==> src/hw/rtl/ipr_pkg.sv <==
`default_nettype none

package ipr_pkg;

   localparam int ADDR_W      = 32;
   localparam int SLOT_W      = 4;
   localparam int OP_W        = 3;
   localparam int WIDE_IDX_W  = 9;   // holds any slot number up to 256
   localparam int REQ_DATA_W  = 72;
   localparam int RSP_DATA_W  = 72;
   localparam int RSP_FIELD_W = 71;
   localparam int RSP_PAD_W   = RSP_DATA_W - RSP_FIELD_W;

   typedef enum logic [OP_W-1:0] {
      OP_ADD      = 3'd0,
      OP_DELETE   = 3'd1,
      OP_LOOKUP   = 3'd2,
      OP_CONFLICT = 3'd3,
      OP_READ     = 3'd4,
      OP_CLEAR    = 3'd5
   } op_type;

   typedef enum logic [1:0] {
      STS_OK    = 2'd0,
      STS_FULL  = 2'd1,
      STS_EMPTY = 2'd2
   } status_type;

   typedef enum logic [2:0] {
      S_IDLE,
      S_ADD,
      S_SCAN,
      S_READ,
      S_EMIT
   } state_type;

   typedef struct packed {
      logic [ADDR_W-1:0] read_end;
      logic [ADDR_W-1:0] read_begin;
      logic [SLOT_W-1:0] slot_out;
      logic              hit;
      status_type        status;
   } result_type;

endpackage

`default_nettype wire

==> src/hw/rtl/ipr_ram.sv <==
`default_nettype none

module ipr_ram #(
   parameter int WIDTH = 64,
   parameter int DEPTH = 16
) (
   input  wire logic                                     clock,
   input  wire logic                                     wr_en,
   input  wire logic [((DEPTH > 1) ? $clog2(DEPTH) : 1)-1:0] wr_addr,
   input  wire logic [WIDTH-1:0]                         wr_data,
   input  wire logic [((DEPTH > 1) ? $clog2(DEPTH) : 1)-1:0] rd_addr,
   output logic      [WIDTH-1:0]                         rd_data
);

   logic [WIDTH-1:0] mem_ff [DEPTH];

   always_ff @(posedge clock) begin
      if (wr_en) begin
         mem_ff[wr_addr] <= wr_data;
      end
      rd_data <= mem_ff[rd_addr];
   end

endmodule

`default_nettype wire

==> src/hw/rtl/ipr_cmp.sv <==
`default_nettype none

module ipr_cmp
   import ipr_pkg::*;
(
   input  wire logic              conflict,   // 0: point lookup, 1: range overlap
   input  wire logic [ADDR_W-1:0] range_low,
   input  wire logic [ADDR_W-1:0] range_high,
   input  wire logic [ADDR_W-1:0] ent_begin,
   input  wire logic [ADDR_W-1:0] ent_end,
   output logic                   match
);

   logic lo_ge_b, lo_le_e, hi_ge_b, hi_le_e;
   logic lo_in, hi_in, encloses;

   always_comb begin
      lo_ge_b  = range_low  >= ent_begin;
      lo_le_e  = range_low  <= ent_end;
      hi_ge_b  = range_high >= ent_begin;
      hi_le_e  = range_high <= ent_end;
      lo_in    = lo_ge_b && lo_le_e;
      hi_in    = hi_ge_b && hi_le_e;
      // new range strictly wraps the stored one
      encloses = !lo_ge_b && !hi_le_e;
      match    = conflict ? (lo_in || hi_in || encloses) : lo_in;
   end

endmodule

`default_nettype wire

==> src/hw/rtl/ip_range_table.sv <==
// Channel  Dir  Handshake            Payload
// req      in   req_tvalid/tready    tuser: opcode; tdata: range_low, range_high, slot_index
// rsp      out  rsp_tvalid/tready    tdata: status, hit, slot_out, read_begin, read_end
//
// An add walks the slots up to the first free one, or all of them when the table is full;
// lookup and conflict walk every slot.
// The lookup and conflict walk is set by the single range RAM read port feeding one
// shared comparator, one slot per cycle.
// Reset (synchronous) frees every slot at once; range contents are not cleared.
// The result sits in an output register; a stalled rsp side holds the sequencer in
// its final state, and the next request is taken once the sequencer is back in idle.
`default_nettype none

module ip_range_table
   import ipr_pkg::*;
#(
   parameter int ENTRIES = 16
) (
   input  wire logic                  clock,
   input  wire logic                  reset,
   input  wire logic                  req_tvalid,
   output logic                       req_tready,
   // [31:0] range_low, [63:32] range_high, [67:64] slot_index, [71:68] zero
   input  wire logic [REQ_DATA_W-1:0] req_tdata,
   // [2:0] opcode
   input  wire logic [OP_W-1:0]       req_tuser,
   output logic                       rsp_tvalid,
   input  wire logic                  rsp_tready,
   // [1:0] status, [2] hit, [6:3] slot_out, [38:7] read_begin, [70:39] read_end,
   // [71] zero
   output logic [RSP_DATA_W-1:0]      rsp_tdata
);

   localparam int IDX_W = (ENTRIES > 1) ? $clog2(ENTRIES) : 1;
   localparam int CNT_W = $clog2(ENTRIES + 1);

   // sequencer and captured request
   state_type         state_ff, state_in;
   op_type            op_ff, op_in;
   logic [ADDR_W-1:0] lo_ff, lo_in;
   logic [ADDR_W-1:0] hi_ff, hi_in;
   logic [IDX_W-1:0]  idx_ff, idx_in;
   logic              idx_ok_ff, idx_ok_in;
   logic [SLOT_W-1:0] slot_echo_ff, slot_echo_in;

   // slot walk
   logic [CNT_W-1:0]  scan_ff, scan_in;
   logic              pipe_ff, pipe_in;       // RAM read in flight
   logic              pipe_vld_ff, pipe_vld_in;

   logic [ENTRIES-1:0] valid_ff, valid_in;

   result_type        res_ff, res_in;
   result_type        rsp_ff, rsp_in;
   logic              rsp_valid_ff, rsp_valid_in;

   // request unpack
   logic [ADDR_W-1:0]     req_lo, req_hi;
   logic [SLOT_W-1:0]     req_slot;
   logic [WIDE_IDX_W-1:0] req_wide;
   logic [IDX_W-1:0]      req_idx;
   logic                  req_ok;
   op_type                req_op;
   logic                  req_fire;

   logic [IDX_W-1:0]      scan_idx;
   logic [WIDE_IDX_W-1:0] scan_wide;
   logic                  scan_done;
   logic                  out_free;

   // RAM and compare unit
   logic                  ram_we;
   logic [IDX_W-1:0]      ram_waddr, ram_raddr;
   logic [2*ADDR_W-1:0]   ram_wdata, ram_rdata;
   logic                  cmp_match;

   assign req_lo    = req_tdata[ADDR_W-1:0];
   assign req_hi    = req_tdata[2*ADDR_W-1:ADDR_W];
   assign req_slot  = req_tdata[2*ADDR_W+SLOT_W-1:2*ADDR_W];
   assign req_op    = op_type'(req_tuser);
   assign req_wide  = WIDE_IDX_W'(req_slot);
   assign req_idx   = req_wide[IDX_W-1:0];
   assign req_ok    = req_wide < WIDE_IDX_W'(ENTRIES);
   assign req_tready = (state_ff == S_IDLE);
   assign req_fire  = req_tvalid && req_tready;

   assign scan_idx  = scan_ff[IDX_W-1:0];
   assign scan_wide = WIDE_IDX_W'(scan_ff);
   assign scan_done = (scan_ff == CNT_W'(ENTRIES));
   assign out_free  = !rsp_valid_ff || rsp_tready;

   assign ram_wdata = {hi_ff, lo_ff};

   ipr_ram #(
      .WIDTH (2 * ADDR_W),
      .DEPTH (ENTRIES)
   ) u_ram (
      .clock   (clock),
      .wr_en   (ram_we),
      .wr_addr (ram_waddr),
      .wr_data (ram_wdata),
      .rd_addr (ram_raddr),
      .rd_data (ram_rdata)
   );

   ipr_cmp u_cmp (
      .conflict   (op_ff == OP_CONFLICT),
      .range_low  (lo_ff),
      .range_high (hi_ff),
      .ent_begin  (ram_rdata[ADDR_W-1:0]),
      .ent_end    (ram_rdata[2*ADDR_W-1:ADDR_W]),
      .match      (cmp_match)
   );

   // next state
   always_comb begin
      state_in = state_ff;
      unique case (state_ff)
         S_IDLE: begin
            if (req_fire) begin
               unique case (req_op) inside
                  OP_ADD:                state_in = S_ADD;
                  OP_LOOKUP, OP_CONFLICT: state_in = S_SCAN;
                  OP_READ:               state_in = S_READ;
                  default:               state_in = S_EMIT;
               endcase
            end
         end
         S_ADD: begin
            if (scan_done || !valid_ff[scan_idx]) begin
               state_in = S_EMIT;
            end
         end
         S_SCAN: begin
            if (scan_done && !pipe_ff) begin
               state_in = S_EMIT;
            end
         end
         S_READ: state_in = S_EMIT;
         S_EMIT: begin
            if (out_free) begin
               state_in = S_IDLE;
            end
         end
         default: state_in = S_IDLE;
      endcase
   end

   // datapath controls
   always_comb begin
      op_in        = op_ff;
      lo_in        = lo_ff;
      hi_in        = hi_ff;
      idx_in       = idx_ff;
      idx_ok_in    = idx_ok_ff;
      slot_echo_in = slot_echo_ff;
      scan_in      = scan_ff;
      pipe_in      = 1'b0;
      pipe_vld_in  = 1'b0;
      valid_in     = valid_ff;
      res_in       = res_ff;
      rsp_in       = rsp_ff;
      rsp_valid_in = rsp_valid_ff && !rsp_tready;
      ram_we       = 1'b0;
      ram_waddr    = scan_idx;
      ram_raddr    = scan_idx;

      unique case (state_ff)
         S_IDLE: begin
            ram_raddr = req_idx;
            if (req_fire) begin
               op_in        = req_op;
               lo_in        = req_lo;
               hi_in        = req_hi;
               idx_in       = req_idx;
               idx_ok_in    = req_ok;
               slot_echo_in = req_slot;
               scan_in      = '0;
               res_in       = '0;
               case (req_op)
                  OP_DELETE: begin
                     if (req_ok && valid_ff[req_idx]) begin
                        valid_in[req_idx] = 1'b0;
                     end else begin
                        res_in.status = STS_EMPTY;
                     end
                  end
                  OP_CLEAR: valid_in = '0;
                  default: ;
               endcase
            end
         end
         S_ADD: begin
            if (scan_done) begin
               res_in.status = STS_FULL;
            end else if (!valid_ff[scan_idx]) begin
               ram_we             = 1'b1;
               valid_in[scan_idx] = 1'b1;
               res_in.slot_out    = scan_wide[SLOT_W-1:0];
            end else begin
               scan_in = scan_ff + 1'b1;
            end
         end
         S_SCAN: begin
            if (!scan_done) begin
               pipe_in     = 1'b1;
               pipe_vld_in = valid_ff[scan_idx];
               scan_in     = scan_ff + 1'b1;
            end
            if (pipe_ff && pipe_vld_ff && cmp_match) begin
               res_in.hit = 1'b1;
            end
         end
         S_READ: begin
            res_in.slot_out = slot_echo_ff;
            if (idx_ok_ff && valid_ff[idx_ff]) begin
               res_in.read_begin = ram_rdata[ADDR_W-1:0];
               res_in.read_end   = ram_rdata[2*ADDR_W-1:ADDR_W];
            end else begin
               res_in.status = STS_EMPTY;
            end
         end
         S_EMIT: begin
            if (out_free) begin
               rsp_in       = res_ff;
               rsp_valid_in = 1'b1;
            end
         end
         default: ;
      endcase
   end

   always_ff @(posedge clock) begin
      if (reset) begin
         state_ff     <= S_IDLE;
         valid_ff     <= '0;
         rsp_valid_ff <= 1'b0;
         pipe_ff      <= 1'b0;
      end else begin
         state_ff     <= state_in;
         valid_ff     <= valid_in;
         rsp_valid_ff <= rsp_valid_in;
         pipe_ff      <= pipe_in;
      end
   end

   always_ff @(posedge clock) begin
      op_ff        <= op_in;
      lo_ff        <= lo_in;
      hi_ff        <= hi_in;
      idx_ff       <= idx_in;
      idx_ok_ff    <= idx_ok_in;
      slot_echo_ff <= slot_echo_in;
      scan_ff      <= scan_in;
      pipe_vld_ff  <= pipe_vld_in;
      res_ff       <= res_in;
      rsp_ff       <= rsp_in;
   end

   assign rsp_tvalid = rsp_valid_ff;
   assign rsp_tdata  = {{RSP_PAD_W{1'b0}}, rsp_ff.read_end, rsp_ff.read_begin,
                        rsp_ff.slot_out, rsp_ff.hit, rsp_ff.status};

endmodule

`default_nettype wire

==> config.mk <==
export PLATFORM = sky130hd
export DESIGN_NAME = ip_range_table
export DESIGN_NICKNAME = d
export VERILOG_FILES = /design/src/hw/rtl/ipr_pkg.sv /design/src/hw/rtl/ipr_ram.sv /design/src/hw/rtl/ipr_cmp.sv /design/src/hw/rtl/ip_range_table.sv
export SDC_FILE = /design/constraint.sdc
export NUM_CORES = 2
export LEC_CHECK = 0
export ABC_CLOCK_PERIOD_IN_PS = 9200
export BUFFER_PORTS_ARGS = -buffer_cell sky130_fd_sc_hd__buf_2
export CORE_MARGIN = 5
export CORE_UTILIZATION = 62
export DETAILED_ROUTE_END_ITERATION = 8
export HOLD_SLACK_MARGIN = 0.02
export PLACE_DENSITY = 0.81
export SYNTH_ARGS = -nofsm -noshare
export SYNTH_HDL_FRONTEND = slang
export SYNTH_SLANG_ARGS = --single-unit
==> constraint.sdc <==
create_clock -name clock -period 9.2 [get_ports clock]
set_input_delay 0.92 -clock clock [delete_from_list [all_inputs] [get_ports clock]]
set_output_delay 0.92 -clock clock [all_outputs]
set_load 0.02 [all_outputs]
Word-level counts from Yosys, hierarchy flattened
Memory sizes are Yosys's and may differ from the RTL's. A register that Yosys moved wholly into a read port is not among the register bits.
Index checks and enable logic that the tools add are counted.
{ "op_classes": {"order_cmp": 10, "addsub": 1, "mux": 50, "reduce_logical": 41, "eq_ne": 25, "bitwise": 4} }
{ "op_table": {"columns": ["op", "n"], "rows": [
  ["one-hot mux 64 bit (2 select lines)", 1],
  ["two-way mux 71 bit", 1],
  [">= comparator 32 bit", 2],
  ["less-or-equal comparator 32 bit", 2],
  ["two-way mux 16 bit", 4],
  ["two-way mux 64 bit", 1],
  ["one-hot mux 16 bit (2 select lines)", 2],
  ["inequality test 2 bit (second input constant)", 11],
  ["less-than comparator 4 x 5 -> 1 bit (second input constant)", 4],
  ["two-way mux 5 bit", 4],
  ["AND 16 bit", 1],
  ["NOT 16 bit", 1],
  ["bitwise OR 16 bit", 1],
  ["== test 3 x 2 -> 1 bit (second input constant)", 5],
  ["two-way mux 1 bit", 15],
  ["one-hot mux 3 bit (5 select lines)", 1],
  ["one-hot mux 5 bit (3 select lines)", 1],
  ["binary-select mux 1 bit (select 4 bit)", 3],
  ["logical AND 1 bit", 12],
  ["two-way mux 3 bit", 4],
  ["two-way mux 4 bit", 3],
  ["one-hot mux 4 bit (3 select lines)", 1],
  ["AND reduction 4 bit", 3],
  ["== test 3 bit (second input constant)", 3],
  ["other kinds (23)", 45]
]} }
{ "word_totals": {"ram_bits": 1024, "mem_count": 1, "regBits": 241, "out_inout_bits": 74, "inputBits": 79} }
{ "memory_table": {"columns": ["name", "depth", "word_bits", "rd", "rd_clocked_by_memory_dff", "wr", "line", "source"], "rows": [
  ["u_ram.mem_ff", 16, 64, 1, 1, 1, "ipr_ram.sv:15", "logic [WIDTH-1:0] mem_ff [DEPTH];"]
]} }

Logic depth before layout (Yosys ltp)
{ "logic_depth": {"word_depth": 10, "ltp_mapped": 11, "mapped_depth_nobuf": 9} }

Cells and area by module
From an unflattened synthesis, not the netlist that was laid out.
{ "unflattened": {"cells_unflattened": 2573, "hier_area_um2": 51563.2} }
{ "by_module_without_submodules": {"columns": ["mod", "area_each_um2", "cells_each", "n_inst"], "rows": [
  ["ipr_ram", 39583.0, 1647, 1],
  ["ip_range_table", 8984.9, 534, 1],
  ["ipr_cmp", 2995.4, 392, 1]
]} }

Worst setup path after synthesis
No wires, ideal clock.
{ "synth_path": {"kind": "register to register", "start": "reg scan_ff[0]", "end": "mem u_ram.mem_ff[1][0], enable pin", "path_slack_ns": 2.433, "synth_period_minus_slack_ns": 6.767, "stages_incl_launch_ff": 8, "t_arrival_ns": 6.200, "cell_sequence": "edfxtp_1 buf_2 mux4_2 mux2i_1 mux2i_1 nor4_2 nand2_1 nor3_1"} }
{ "synth_via": {"elab_chain_len": 7, "word_cells_on_any_way": 8, "classes_between": "1 x eq/ne; 7 x mux"} }
{ "synth_rtl": {"columns": ["element", "line", "source"], "rows": [
  ["from (decl)", "ip_range_table.sv:47", "logic [CNT_W-1:0] scan_ff, scan_in;"],
  ["from (signal assigned)", "ip_range_table.sv:254", "scan_ff <= scan_in;"],
  ["binary-select mux 1 bit (select 4 bit)", "ip_range_table.sv:196", "end else if (!valid_ff[scan_idx]) begin"],
  ["two-way mux 1 bit (not written as such)", "ip_range_table.sv:196", null],
  ["two-way mux 1 bit", "ip_range_table.sv:196", null],
  ["two-way mux 1 bit", "ip_range_table.sv:194", "if (scan_done) begin"],
  ["two-way mux 1 bit", "ip_range_table.sv:168", "unique case (state_ff)"],
  ["two-way mux 1 bit", "ipr_ram.sv:18", "if (wr_en) begin"],
  ["two-way mux 1 bit (not written as such)", "ipr_ram.sv:19", "mem_ff[wr_addr] <= wr_data;"],
  ["to (decl)", "ipr_ram.sv:15", null]
]} }
Parallel ways exist; a longest one is shown, timed or not. The select of a mux whose other input is x is not followed.

Worst setup path after layout
{ "layout_path": {"start": "reg scan_ff[3]", "end": "mem u_ram.mem_ff[0][50], enable pin"} }
Same word-level chain as after synthesis.

==> impl_metrics.toml <==
[outcome]
status = "complete, no violations"

[die]
die_h_um = 299
num_rows = 106
die_w_um = 299
dieArea_um2 = 89500
start_util = 0.622
num_io_pins = 153
core_area_um2 = 83300

[clock_tree]
cts_max_level = 4
cts_hold_buf = 0
post_cts_buffers = 0
clkLatencyLatePin_ns = 0.72
cts_resized = 0
clk_pin_slew_ns = 0.06
clockBufferDepth = 3
cts-root-buf = "clkbuf_16"
cts_tree = "built"
cts_buffers = 130
cts.sinks = 1328

[grt]
overflow = 0
grt_use_total = 0.281
grt_use_met2 = 0.447
grt_max_degree = 151
grt_pass1_wl_mm = 184
met3_usage = 0.0498
top_usage_layer = "met2"
grt_pass1_vias = 27974
antenna_found_initial = 4
grt_use_met1 = 0.400

[drt]
via_per_inst = 6.81
vias = 27656
drtIter0Drc = 3866
drc = 0
post_drt_wl_per_cell_um = 30.8
wl_mm = 125
firstDrtPassIters = 5
ant_nets = 0

[placement]
gp_congestion = 0.902
io_buffers = 147
dp_slack_ns = 4.46
dp_hpwl_mm = 67.4

[power]
p_int_mw = 11.0
switchingPower_mw = 3.89
powerDensity_nw_per_um2 = 256
p_comb_frac = 0.154
power.total_mw = 14.9
p_seq_frac = 0.483
pwr-share-clk = 0.362
switching_share = 0.260
power.leakage_nw = 19.6
peakVddDrop_uv = 179

[logic_synthesis]
netlist_area_um2 = 51800
synthesis.nets = 2887
synth_top_area_frac = 0.720
yosys_warnings = 0
ys_ff_latch = 1328
synth.largest_area_cell = "edfxtp_1"
post-synth-top-count-cell = "edfxtp_1"
netlist_instances = 2676
synth_area_leaders = "edfxtp_1 72%, mux4_2 12%, dfxtp_1 3.3%"
synth_cell_types = 61
synth_seq_area_share = 0.753
yosys-top-cells-count = "1,242 x edfxtp_1, 270 x mux4_2, 174 x nand2_1"
synthArstFlopShare = 0
ys.flop_type = "edfxtp_1"
synth_edf_count = 1242
avgSynthCellArea_um2 = 19.4

[critical_path]
cp-end-kind = "flip-flop"
crit_path_start_kind = "flip-flop"
required_ns = 9.52
cp_max_fo = 55
cp.arrival_ns = 5.12
r2r_setup_slack_ns = 4.40
criticalPathCategory = "reg2reg"

[timing]
max_freq_mhz = 208
post-route-period-util = 0.522
setup_viol = 0
hold_viol = 0
tightestPinTransition_ns = 1.28
fin_ws_ns = 4.40
fin_crit_ns = 4.80
skew_ns = 0.0235
slew_viol_final = 0
rsz0062_at_grt = "no"
finalSetupTns_ns = 0
slew_headroom = 0.145

[layout]
antenna_cells = 0
syn2layout_area_growth_pct = 12.4
fin_nets = 3086
drive_gt1_frac = 0.238

[worst_hold_path]
hp-class = "in2reg"

[flow_run]
drv_cap = 0
-- cells by family after synthesis --
| kind of cell | count (synthesis) | synth area share |
|---|---|---|
| xor+xnor | 3 | 0.000507 |
| other cells | 1 | 0.0000724 |
| fa+ha+maj | 132 | 0.0319 |
| compound gates | 303 | 0.0390 |
| flops | 1328 | 0.753 |
| simple gates | 428 | 0.0398 |
| mux | 277 | 0.119 |
| buf+inv | 204 | 0.0173 |
-- metal layers --
| layer | part of all wire | wire, um |
|---|---|---|
| met5 | 0.00010 | 13 |
| met2 | 0.48 | 60400 |
| met1 | 0.37 | 46700 |
| met3 | 0.10 | 12700 |
| met4 | 0.042 | 5210 |
-- layout make-up --
cell class / instances / area (um2)
sequential: 1328 / 39000
fill: 4905 / 25000
multi-input combinational: 1144 / 12100
clock buffer: 168 / 3590
tap: 1080 / 1350
timing repair buffer: 195 / 1110
clock inverter: 72 / 806
inverter: 76 / 288
-- power by group through the flow --
stage | combinational (mW) | sequential [mW] | clock [mW]
after CTS | 2.29 | 7.20 | 5.46
after floorplan | 1.59 | 7.23 | 0
final | 2.30 | 7.21 | 5.41
after global routing | 2.49 | 7.24 | 5.76
after global placement | 2.16 | 7.30 | 0
after detailed placement | 2.25 | 7.32 | 0
-- path summary, 6_finish.rpt --
check / from / depth (start not counted) / end
worst max-delay path: scan_ff[3]$_SDFFCE_PN0P_ / 7 / u_ram.mem_ff[0][50]$_DFFE_PP_
worst min-delay path: req_tdata[3] / 1 / lo_ff[3]$_DFFE_PP_
worst max register to register: scan_ff[3]$_SDFFCE_PN0P_ / 7 / u_ram.mem_ff[0][50]$_DFFE_PP_
worst min register to register: res_ff[60]$_SDFFCE_PN0P_ / 0 / rsp_tdata[60]$_DFFE_PP_
-- worst max-delay path, stage by stage, from the launching register on --
cell      delay [ns]
edfxtp_1        0.86
mux4_2          0.41
mux2i_1         0.17
mux2i_1         0.19
nor4_2          0.45
nand2_1         0.34
nor3_2          0.88
buf_4           0.99
-- sequential cells by signal, indices dropped and copies added, names as in the netlist --
name,count
u_ram.mem_ff,1024
res_ff,71
rsp_tdata,71
u_ram.rd_data,64
hi_ff,32
lo_ff,32
valid_ff,16
scan_ff,5
slot_echo_ff,4
op_ff,3
state_ff,3
pipe_ff,1
pipe_vld_ff,1
rsp_tvalid,1
-- metrics by stage --
step,hold WS [ns],util,std cells,instance area (um2)
3_5_place_dp,0.405,0.647,3823,53900
2_1_floorplan,0.400,-,2676,51800
5_1_grt,0.348,0.699,4063,58300
4_1_cts,0.327,0.699,4063,58300
6_report,0.372,0.699,4063,58300
3_3_place_gp,0.406,0.647,3823,53900
-- placed cells by master (no fill, tap or decap), types with 9 or more instances in the layout --
cell,instances
a211oi_1,67
a21o_1,18
a21oi_1,55
a21oi_2,10
a31oi_1,64
and2_1,66
buf_2,147
buf_4,47
bufinv_16,14
clkbuf_1,22
clkbuf_16,133
clkbuf_8,13
clkinv_1,16
clkinv_2,25
dfxtp_1,86
edfxtp_1,1242
ha_1,132
inv_1,74
mux4_2,270
nand2_1,173
nand2b_1,9
nand3_1,15
nand4_1,20
nor2_1,30
nor2_4,12
nor3_1,66
o21a_1,14
o21ai_0,35
(Power assumes the default switching activity.)
